`src/rtl/core/ucsr_pkg.sv`:
```
// Shared types and constants for the UDP clone-steer header rewriter.
`timescale 1ns / 1ps
package ucsr_pkg;

  localparam int HEADER_BEATS = 11;
  localparam int IDX_W        = $clog2(HEADER_BEATS);
  localparam int AVAIL_W      = $clog2(HEADER_BEATS * 8 + 1);

  localparam logic [15:0] STEER_PORT = 16'd8901;
  localparam logic [15:0] ETYPE_IPV4 = 16'h0800;
  localparam logic [7:0]  PROTO_UDP  = 8'd17;

  localparam logic [1:0] VERDICT_PASS     = 2'd0;
  localparam logic [1:0] VERDICT_CLONE    = 2'd1;
  localparam logic [1:0] VERDICT_TX       = 2'd2;
  localparam logic [1:0] VERDICT_REDIRECT = 2'd3;

  localparam logic [1:0] CFG_CLONE_COUNT     = 2'd0;
  localparam logic [1:0] CFG_REDIRECT_QUEUE  = 2'd1;
  localparam logic [1:0] CFG_REDIRECT_ENABLE = 2'd2;

  typedef struct packed {
    logic [63:0]        beat_data;
    logic [3:0]         beat_bytes;
    logic               beat_last;
    logic signed [31:0] copy_number;
    logic               meta_present;
  } in_beat_t;

  typedef struct packed {
    logic [63:0] out_data;
    logic [3:0]  out_bytes;
    logic        out_last;
    logic [1:0]  verdict;
    logic [26:0] verdict_count;
    logic [5:0]  verdict_queue;
  } out_beat_t;

  // Header fields gathered while the beats stream in.
  typedef struct packed {
    logic [95:0] mac;
    logic [15:0] etype;
    logic [3:0]  ihl;
    logic [7:0]  proto;
    logic [15:0] dport;
    logic [31:0] dst;
    logic [23:0] csum_acc;
  } hdr_fields_t;

endpackage

```
`src/rtl/core/ucsr_hdr_parse.sv`:
```
// Header field capture and running IPv4 checksum over buffered beats.
`timescale 1ns / 1ps
module ucsr_hdr_parse (
  input  logic                      clk,
  input  logic                      beat_we,
  input  logic [ucsr_pkg::IDX_W-1:0] beat_idx,
  input  logic [63:0]               beat_data,
  output ucsr_pkg::hdr_fields_t     fields
);
  import ucsr_pkg::*;

  hdr_fields_t fields_r, fields_nxt;
  logic [3:0]  ihl_eff;
  logic [23:0] term_sum;
  logic [6:0]  ihl_end;
  logic [6:0]  dport_beat;
  logic [5:0]  dport_lane;

  always_comb begin
    logic [6:0]  off;
    logic [15:0] word;
    ihl_eff  = (beat_idx == IDX_W'(1)) ? beat_data[51:48] : fields_r.ihl;
    ihl_end  = 7'd14 + {1'b0, ihl_eff, 2'b00};
    term_sum = 24'd0;
    for (int j = 0; j < 4; j++) begin
      off  = {beat_idx[3:0], 3'b000} + 7'(2 * j);
      word = {beat_data[16*j +: 8], beat_data[16*j+8 +: 8]};
      if (off >= 7'd14 && off < ihl_end && off != 7'd24 && off != 7'd30 &&
          off != 7'd32) begin
        term_sum = term_sum + {8'd0, word};
      end
    end
  end

  assign dport_beat = 7'd2 + {4'd0, fields_r.ihl[3:1]};
  assign dport_lane = fields_r.ihl[0] ? 6'd32 : 6'd0;

  always_comb begin
    fields_nxt = fields_r;
    fields_nxt.csum_acc = ((beat_idx == '0) ? 24'd0 : fields_r.csum_acc) + term_sum;
    case (beat_idx)
      IDX_W'(0): fields_nxt.mac[63:0] = beat_data;
      IDX_W'(1): begin
        fields_nxt.mac[95:64] = beat_data[31:0];
        fields_nxt.etype      = {beat_data[39:32], beat_data[47:40]};
        fields_nxt.ihl        = beat_data[51:48];
      end
      IDX_W'(2): fields_nxt.proto = beat_data[63:56];
      IDX_W'(3): fields_nxt.dst[31:16] = {beat_data[55:48], beat_data[63:56]};
      IDX_W'(4): fields_nxt.dst[15:0]  = {beat_data[7:0], beat_data[15:8]};
      default: ;
    endcase
    if (beat_idx >= IDX_W'(2) && {3'd0, beat_idx} == dport_beat) begin
      fields_nxt.dport = {beat_data[dport_lane +: 8], beat_data[dport_lane + 6'd8 +: 8]};
    end
  end

  always_ff @(posedge clk) begin
    if (beat_we) begin
      fields_r <= fields_nxt;
    end
  end

  assign fields = fields_r;

endmodule

```
`src/rtl/core/udp_packet_clone_steer_rewriter.sv`:
```
// Top level of the IPv4/UDP clone-steer header rewriter.
`timescale 1ns / 1ps
// Packets arrive as 64-bit beats (byte 0 in bits 7:0). Header beats are
// written into an 11-entry header memory while the parser captures fields
// and accumulates the IPv4 header checksum; each buffered beat goes through
// an accept state, then a decide state. Once the verdict is known the
// buffered beats are read back from the memory and sent, each with a read
// state and then an output state, with MAC swap, destination increment, new
// IPv4 checksum and a zeroed UDP checksum patched in on steered copies. A
// steered copy also passes a checksum fold state; the destination add happens
// at the decision. Later beats of the packet transfer straight through the
// output register at one per cycle while the output is not stalled.
// Every beat of a packet carries the same verdict, count and queue, fixed at
// the decision; registers are sampled there.
module udp_packet_clone_steer_rewriter (
  input  logic                clk,
  input  logic                rst_n,
  input  logic                in_valid,
  output logic                in_stall,
  input  ucsr_pkg::in_beat_t  in_data,
  output logic                out_valid,
  input  logic                out_stall,
  output ucsr_pkg::out_beat_t out_data,
  input  logic                cfg_valid,
  output logic                cfg_ready,
  input  logic [1:0]          cfg_index,
  input  logic [26:0]         cfg_wdata
);
  import ucsr_pkg::*;

  typedef enum logic [2:0] {
    S_BUF, S_DECIDE, S_CSUM, S_DRD, S_DOUT, S_FWD
  } state_t;

  state_t state_r;

  // configuration
  logic [26:0] clone_count_r;
  logic [5:0]  redirect_queue_r;
  logic        redirect_enable_r;

  // header memory: data and byte count per beat
  logic [67:0] hdr_mem [HEADER_BEATS];
  logic [67:0] rd_q;

  logic [IDX_W-1:0]   beat_idx_r, drain_idx_r;
  logic [AVAIL_W-1:0] avail_r;
  logic               ended_r, last_r;
  logic [31:0]        copy_r;
  logic               meta_r;
  logic [1:0]         verdict_r;
  logic [26:0]        count_r;
  logic [5:0]         queue_r;
  logic               rewrite_r;
  logic [31:0]        new_dst_r;
  logic [15:0]        csum_r;

  out_beat_t   out_r;
  logic        out_valid_r;

  logic        in_acc, out_free, buf_we, out_load;
  logic [3:0]  bytes_sat;
  hdr_fields_t fields;

  assign cfg_ready = 1'b1;
  assign out_free  = !out_valid_r || !out_stall;
  assign in_stall  = !((state_r == S_BUF) || (state_r == S_FWD && out_free));
  assign in_acc    = in_valid && !in_stall;
  assign buf_we    = in_acc && state_r == S_BUF;
  assign out_load  = (state_r == S_DOUT && out_free) || (state_r == S_FWD && in_acc);
  assign bytes_sat = (in_data.beat_bytes > 4'd8) ? 4'd8 : in_data.beat_bytes;
  assign out_valid = out_valid_r;
  assign out_data  = out_r;

  ucsr_hdr_parse u_parse (
    .clk       (clk),
    .beat_we   (buf_we),
    .beat_idx  (beat_idx_r),
    .beat_data (in_data.beat_data),
    .fields    (fields)
  );

  always_ff @(posedge clk) begin
    if (buf_we) begin
      hdr_mem[beat_idx_r] <= {bytes_sat, in_data.beat_data};
    end
    rd_q <= hdr_mem[drain_idx_r];
  end

  // Decision from the fields gathered so far; more_needed holds for another beat.
  logic [1:0] dec_verdict;
  logic       more_needed;
  logic [6:0] udp_end;

  assign udp_end = 7'd22 + {1'b0, fields.ihl, 2'b00};

  always_comb begin
    more_needed = 1'b0;
    dec_verdict = VERDICT_PASS;
    if (7'(avail_r) < 7'd14) begin
      more_needed = !ended_r;
    end else if (fields.etype != ETYPE_IPV4) begin
      dec_verdict = VERDICT_PASS;
    end else if (7'(avail_r) < 7'd34) begin
      more_needed = !ended_r;
    end else if (fields.proto != PROTO_UDP || fields.ihl < 4'd5) begin
      dec_verdict = VERDICT_PASS;
    end else if (7'(avail_r) < udp_end) begin
      more_needed = !ended_r;
    end else if (fields.dport != STEER_PORT || !meta_r) begin
      dec_verdict = VERDICT_PASS;
    end else if (copy_r == 32'd0) begin
      dec_verdict = VERDICT_CLONE;
    end else if (copy_r[31]) begin
      dec_verdict = VERDICT_PASS;
    end else if (redirect_enable_r && !copy_r[0]) begin
      dec_verdict = VERDICT_REDIRECT;
    end else begin
      dec_verdict = VERDICT_TX;
    end
  end

  // Checksum fold over accumulated words plus the new destination address.
  logic [23:0] sum0;
  logic [16:0] fold1;
  logic [16:0] fold2;

  assign sum0  = fields.csum_acc + {8'd0, new_dst_r[31:16]} + {8'd0, new_dst_r[15:0]};
  assign fold1 = {1'b0, sum0[15:0]} + {9'd0, sum0[23:16]};
  assign fold2 = {1'b0, fold1[15:0]} + {16'd0, fold1[16]};

  // Patch one drained beat.
  logic [63:0] patched;
  logic [6:0]  udp_ck;
  logic [5:0]  udp_lane;

  assign udp_ck   = 7'd20 + {1'b0, fields.ihl, 2'b00};
  assign udp_lane = udp_ck[2] ? 6'd32 : 6'd0;

  always_comb begin
    patched = rd_q[63:0];
    if (rewrite_r) begin
      case (drain_idx_r)
        IDX_W'(0): patched = {fields.mac[15:0], fields.mac[95:48]};
        IDX_W'(1): patched[31:0] = fields.mac[47:16];
        IDX_W'(3): begin
          patched[7:0]   = csum_r[15:8];
          patched[15:8]  = csum_r[7:0];
          patched[55:48] = new_dst_r[31:24];
          patched[63:56] = new_dst_r[23:16];
        end
        IDX_W'(4): begin
          patched[7:0]  = new_dst_r[15:8];
          patched[15:8] = new_dst_r[7:0];
        end
        default: ;
      endcase
      if ({3'd0, drain_idx_r} == {3'd0, udp_ck[6:3]}) begin
        patched[udp_lane +: 16] = 16'd0;
      end
    end
  end

  always_ff @(posedge clk) begin
    if (!rst_n) begin
      state_r           <= S_BUF;
      clone_count_r     <= '0;
      redirect_queue_r  <= '0;
      redirect_enable_r <= 1'b0;
      beat_idx_r        <= '0;
      drain_idx_r       <= '0;
      out_valid_r       <= 1'b0;
      copy_r            <= '0;
      meta_r            <= 1'b0;
      verdict_r         <= VERDICT_PASS;
      count_r           <= '0;
      queue_r           <= '0;
      rewrite_r         <= 1'b0;
    end else begin
      if (cfg_valid && cfg_ready) begin
        case (cfg_index)
          CFG_CLONE_COUNT:     clone_count_r     <= cfg_wdata;
          CFG_REDIRECT_QUEUE:  redirect_queue_r  <= cfg_wdata[5:0];
          CFG_REDIRECT_ENABLE: redirect_enable_r <= cfg_wdata[0];
          default: ;
        endcase
      end

      // hold the output until taken; a new load refills it
      out_valid_r <= out_load || (out_valid_r && out_stall);

      case (state_r)
        S_BUF: begin
          if (in_acc) begin
            if (beat_idx_r == '0) begin
              copy_r  <= in_data.copy_number;
              meta_r  <= in_data.meta_present;
              avail_r <= AVAIL_W'(bytes_sat);
            end else begin
              avail_r <= avail_r + AVAIL_W'(bytes_sat);
            end
            ended_r <= in_data.beat_last || bytes_sat < 4'd8 ||
                       beat_idx_r == IDX_W'(HEADER_BEATS - 1);
            last_r  <= in_data.beat_last;
            state_r <= S_DECIDE;
          end
        end
        S_DECIDE: begin
          if (more_needed) begin
            beat_idx_r <= beat_idx_r + 1'b1;
            state_r    <= S_BUF;
          end else begin
            verdict_r   <= dec_verdict;
            count_r     <= (dec_verdict == VERDICT_CLONE) ? clone_count_r : '0;
            queue_r     <= (dec_verdict == VERDICT_REDIRECT) ? redirect_queue_r : '0;
            rewrite_r   <= dec_verdict == VERDICT_TX || dec_verdict == VERDICT_REDIRECT;
            new_dst_r   <= fields.dst + copy_r;
            drain_idx_r <= '0;
            state_r     <= (dec_verdict == VERDICT_TX || dec_verdict == VERDICT_REDIRECT)
                           ? S_CSUM : S_DRD;
          end
        end
        S_CSUM: begin
          csum_r  <= ~fold2[15:0];
          state_r <= S_DRD;
        end
        S_DRD: begin
          state_r <= S_DOUT;
        end
        S_DOUT: begin
          if (out_free) begin
            out_r.out_data      <= patched;
            out_r.out_bytes     <= rd_q[67:64];
            out_r.out_last      <= last_r && drain_idx_r == beat_idx_r;
            out_r.verdict       <= verdict_r;
            out_r.verdict_count <= count_r;
            out_r.verdict_queue <= queue_r;
            if (drain_idx_r == beat_idx_r) begin
              beat_idx_r  <= '0;
              drain_idx_r <= '0;
              state_r     <= last_r ? S_BUF : S_FWD;
            end else begin
              drain_idx_r <= drain_idx_r + 1'b1;
              state_r     <= S_DRD;
            end
          end
        end
        S_FWD: begin
          if (in_acc) begin
            out_r.out_data      <= in_data.beat_data;
            out_r.out_bytes     <= bytes_sat;
            out_r.out_last      <= in_data.beat_last;
            out_r.verdict       <= verdict_r;
            out_r.verdict_count <= count_r;
            out_r.verdict_queue <= queue_r;
            if (in_data.beat_last) begin
              state_r <= S_BUF;
            end
          end
        end
        default: state_r <= S_BUF;
      endcase
    end
  end

endmodule
```
`config.mk`:
```
export PLATFORM = sky130hd
export DESIGN_NAME = udp_packet_clone_steer_rewriter
export DESIGN_NICKNAME = d
export VERILOG_FILES = /design/src/rtl/core/ucsr_pkg.sv /design/src/rtl/core/ucsr_hdr_parse.sv /design/src/rtl/core/udp_packet_clone_steer_rewriter.sv
export SDC_FILE = /design/constraint.sdc
export NUM_CORES = 2
export LEC_CHECK = 0
export ABC_AREA = 1
export BUFFER_PORTS_ARGS = -buffer_cell sky130_fd_sc_hd__buf_4
export CAP_MARGIN = 20
export CORE_ASPECT_RATIO = 0.6
export CORE_MARGIN = 2
export CORE_UTILIZATION = 40
export CTS_BUF_LIST = sky130_fd_sc_hd__clkbuf_16
export DETAILED_ROUTE_END_ITERATION = 10
export SLEW_MARGIN = 20
export SYNTH_ARGS = -nofsm -noshare
export SYNTH_HDL_FRONTEND = slang
export SYNTH_SLANG_ARGS = --single-unit
```
`constraint.sdc`:
```
create_clock -name clk -period 19.5 [get_ports clk]
set_input_delay 2.925 -clock clk [delete_from_list [all_inputs] [get_ports clk]]
set_output_delay 2.925 -clock clk [all_outputs]
set_load 0.02 [all_outputs]
```
==> run_results.csv <==
group,metric,value,unit
sta,finalHoldViolCount,0,
critical_path,cp-endpoint,"u_parse.fields[23]",
critical_path,critPathMaxFanout,24,
critical_path,setup.reg_to_reg.worst_slack,9.03,ns
sta,setup_viol,0,
flow_run,drv_cap,0,
floorplan,fp.coreArea,129000,sq um
clock_tree,postCtsResizedCells,0,
floorplan,die_w,470,um
final_layout,fill_cells,12100,
critical_path,cp_slowest_stage_delay,0.63,ns
floorplan,start_util,40.4,%
critical_path,regToRegEndpoint,"u_parse.fields[23]",
power_and_ir_drop,vdd_drop_max,0.0756,mV
critical_path,ff2ff_path_depth,45,
critical_path,crit_path_top_delay_cell,"o311ai_0",
drt,drc,0,
critical_path,crit_type,"in -> reg",
critical_path,arrival,12.16,ns
yosys,synth_edf_count,949,
clock_tree,ctsLongestPathBuffers,3,
critical_path,crit_buf_inv,3,
drt,drt-total-wl,185000,um
sta,tightest_slew,1.19,ns
final_layout,finalNonFillerCells,7027,
critical_path,required,19.98,ns
final_layout,stdcell_area,59400,sq um
critical_path,cpMostUsedCell,"nand2_1",
critical_path,startpoint,"in_data[87]",
place,placed_cells,6815,
hold_path,hp-class,"reg -> reg",
yosys,synth.distinct_cells,65,
sta,post-route-period-util,59.9,%
clock_tree,clock_sinks,1132,
drt,drtIter0Drc,5694,
final_layout,final_cell_mix,"949 x edfxtp_1, 785 x nand2_1, 601 x o21ai_0, 579 x nor2_1, 354 x inv_1",
sta,fmax,85.6,MHz
place,place_area,55900,sq um
outcome,status,"finished clean",
power_and_ir_drop,p_leak,22.9,nW
drt,ant_nets,0,
clock_tree,ctsRootBufferMaster,"clkbuf_16",
global_routing,grt_antenna_before_repair,17,
yosys,syn-num-nets,5355,
yosys,syn_area_per_cell,10.3,sq um
clock_tree,hold_buffers,0,
floorplan,die_h,284,um
final_layout,synthToLayoutAreaGrowth,13.7,%
critical_path,r2r_start,"beat_idx_r[1]",
yosys,yosys_most_used_dff,"edfxtp_1",
clock_tree,cts_buffers,107,
clock_tree,clk_pin_slew,0.07,ns
drt,firstDrtPassIters,5,
yosys,ys_async_sr_fraction,0,%
global_routing,grt_util_all_layers,27.1,%
clock_tree,post_cts.repair.setup_buffers,0,
place,io_buffer_count,241,
global_routing,gr-total-overflow,0,
power_and_ir_drop,powerDensity,116,nW/um^2
final_layout,drive_above_1_share,10.5,%
drt,viasPerCell,5.69,
sta,tns,0,ns
final_layout,layout_commonest_cell,"edfxtp_1",
final_layout,final_util,45.9,%
floorplan,fp-row-count,102,
yosys,synthCells,5043,
yosys,syn_area,52200,sq um
floorplan,die_area,133000,sq um
critical_path,critPathLaunchType,"primary input",
critical_path,path_depth,43,
yosys,yosysWarnings,0,
sta,maxSlewHeadroom,20.2,%
sta,holdWs,0.430,ns
clock_tree,cts_tree,"built",
critical_path,cp-end-kind,"flop",
sta,worst_slack,7.82,ns
sta,finClkSkew,0.0448,ns
sta,min_period,11.68,ns
yosys,ys_seq_area_share,61.6,%
floorplan,io_pins,243,
final_layout,nets,5520,
critical_path,critical-path-top-delay-family,"simple AND/OR/NAND/NOR gates",
global_routing,grt_max_degree,192,
global_routing,grt_pass1_vias,36100,
sta,rsz0062_at_grt,"no",
drt,num_vias,40000,
place,dpl.hpwl,129000,um
yosys,yosys_register_bits,1132,
power_and_ir_drop,total_power,6.90,mW
sta,slew_violations,0,
place,pre_cts_slack,7.27,ns
place,gp_congestion,1.00,
global_routing,grt_pass1_wl,264000,um
clock_tree,clk_latency,0.75,ns
drt,drt-wirelength-per-cell,26.4,um
clock_tree,htreeDepth,3,
layer usage:
metal	global-route usage [%]	share of wire (%)
met3	8.02	13
met4	5.18	1.8
met5	0	0.018
met1	44.1	48
met2	34.8	38
sequential cells by signal, indices dropped and copies added, names as in the netlist, 7 cells and up:
signal	cells
clone_count_r	27
copy_r	32
out_data	104
new_dst_r	32
count_r	27
u_parse.fields	131
avail_r	7
hdr_mem	657
csum_r	16
rd_q	68
cell usage after synthesis (3+ instances only):
master     count  area, sq um
a211oi_1       7         52.6
a21boi_0       9         67.6
a21o_1        11         82.6
a21oi_1      268         1340
a221oi_1      17          149
a22oi_1        4         30.0
a31oi_1       11         68.8
and2_1         4         25.0
buf_1         24         90.1
buf_2         13         65.1
clkbuf_1     209          785
clkinv_1       3         11.3
dfxtp_1      183         3660
edfxtp_1     949        28500
fa_1          24          480
ha_1         152         1900
inv_1        329         1230
inv_2          8         30.0
nand2_1      785         2950
nand2_2       16          100
nand3_1      336         1680
nand3_2       15          150
nand3b_1       4         30.0
nand4_1       43          269
nor2_1       590         2210
nor2_2         7         43.8
nor3_1        25          125
nor4_1        10         62.6
o2111ai_1      3         26.3
o211ai_1      74          556
o21a_1         7         52.6
o21ai_0      601         3010
o21ai_1       20          100
o21bai_1       7         52.6
o22ai_1      113          707
or2_2          5         31.3
xnor2_1       44          385
xor2_1        79          692
power by group:
part / leakage, nW / switching [mW] / internal [mW]
clock: 1.79 / 0.959 / 1.15
sequential: 10.2 / 0.129 / 2.81
combinational: 11.0 / 1.30 / 0.546
total: 22.9 / 2.39 / 4.51
area by class of cell:
cell class,instances,area (sq um),area share [%]
repair buffers,305,2340,3.94
well taps,1716,2150,3.62
clock buffers,109,2730,4.60
diodes,8,20.0,0.0337
clock inverters,95,742,1.25
multi-input cells,3322,17900,30.2
flip-flops and latches,1132,32200,54.2
inverters,340,1290,2.17
how the worst min path moves through the flow:
stage | start | to | slack (ns) | cells after the start
final | count_r[2] | out_data[8] | 0.43 | 0
after global routing | queue_r[1] | out_data[1] | 0.45 | 0
after CTS | count_r[2] | out_data[8] | 0.43 | 0
after detailed placement | count_r[2] | out_data[8] | 0.41 | 0
after global placement | count_r[13] | out_data[19] | 0.41 | 0
after floorplan | verdict_r[1] | out_data[34] | 0.40 | 0
cells by family after synthesis:
family | count (synthesis) | synth area share [%]
simple gates | 1851 | 15.0
compound gates | 1166 | 12.3
flops | 1132 | 61.6
buf+inv | 589 | 4.30
fa+ha+maj | 176 | 4.56
xor+xnor | 126 | 2.18
mux | 2 | 0.0384
other cells | 1 | 0.00718
worst register-to-register path: cells and delay by family, from the launching register on:
family | cells | cell delay, ns
AND/OR/NAND/NOR | 20 | 3.68
AO/OA/AOI/OAI | 13 | 3.27
adder cells (fa/ha/maj) | 7 | 2.11
flip-flops | 1 | 0.55
XOR/XNOR | 2 | 0.34
buffers and inverters | 3 | 0.26
Power figures use the tool's default switching activity.
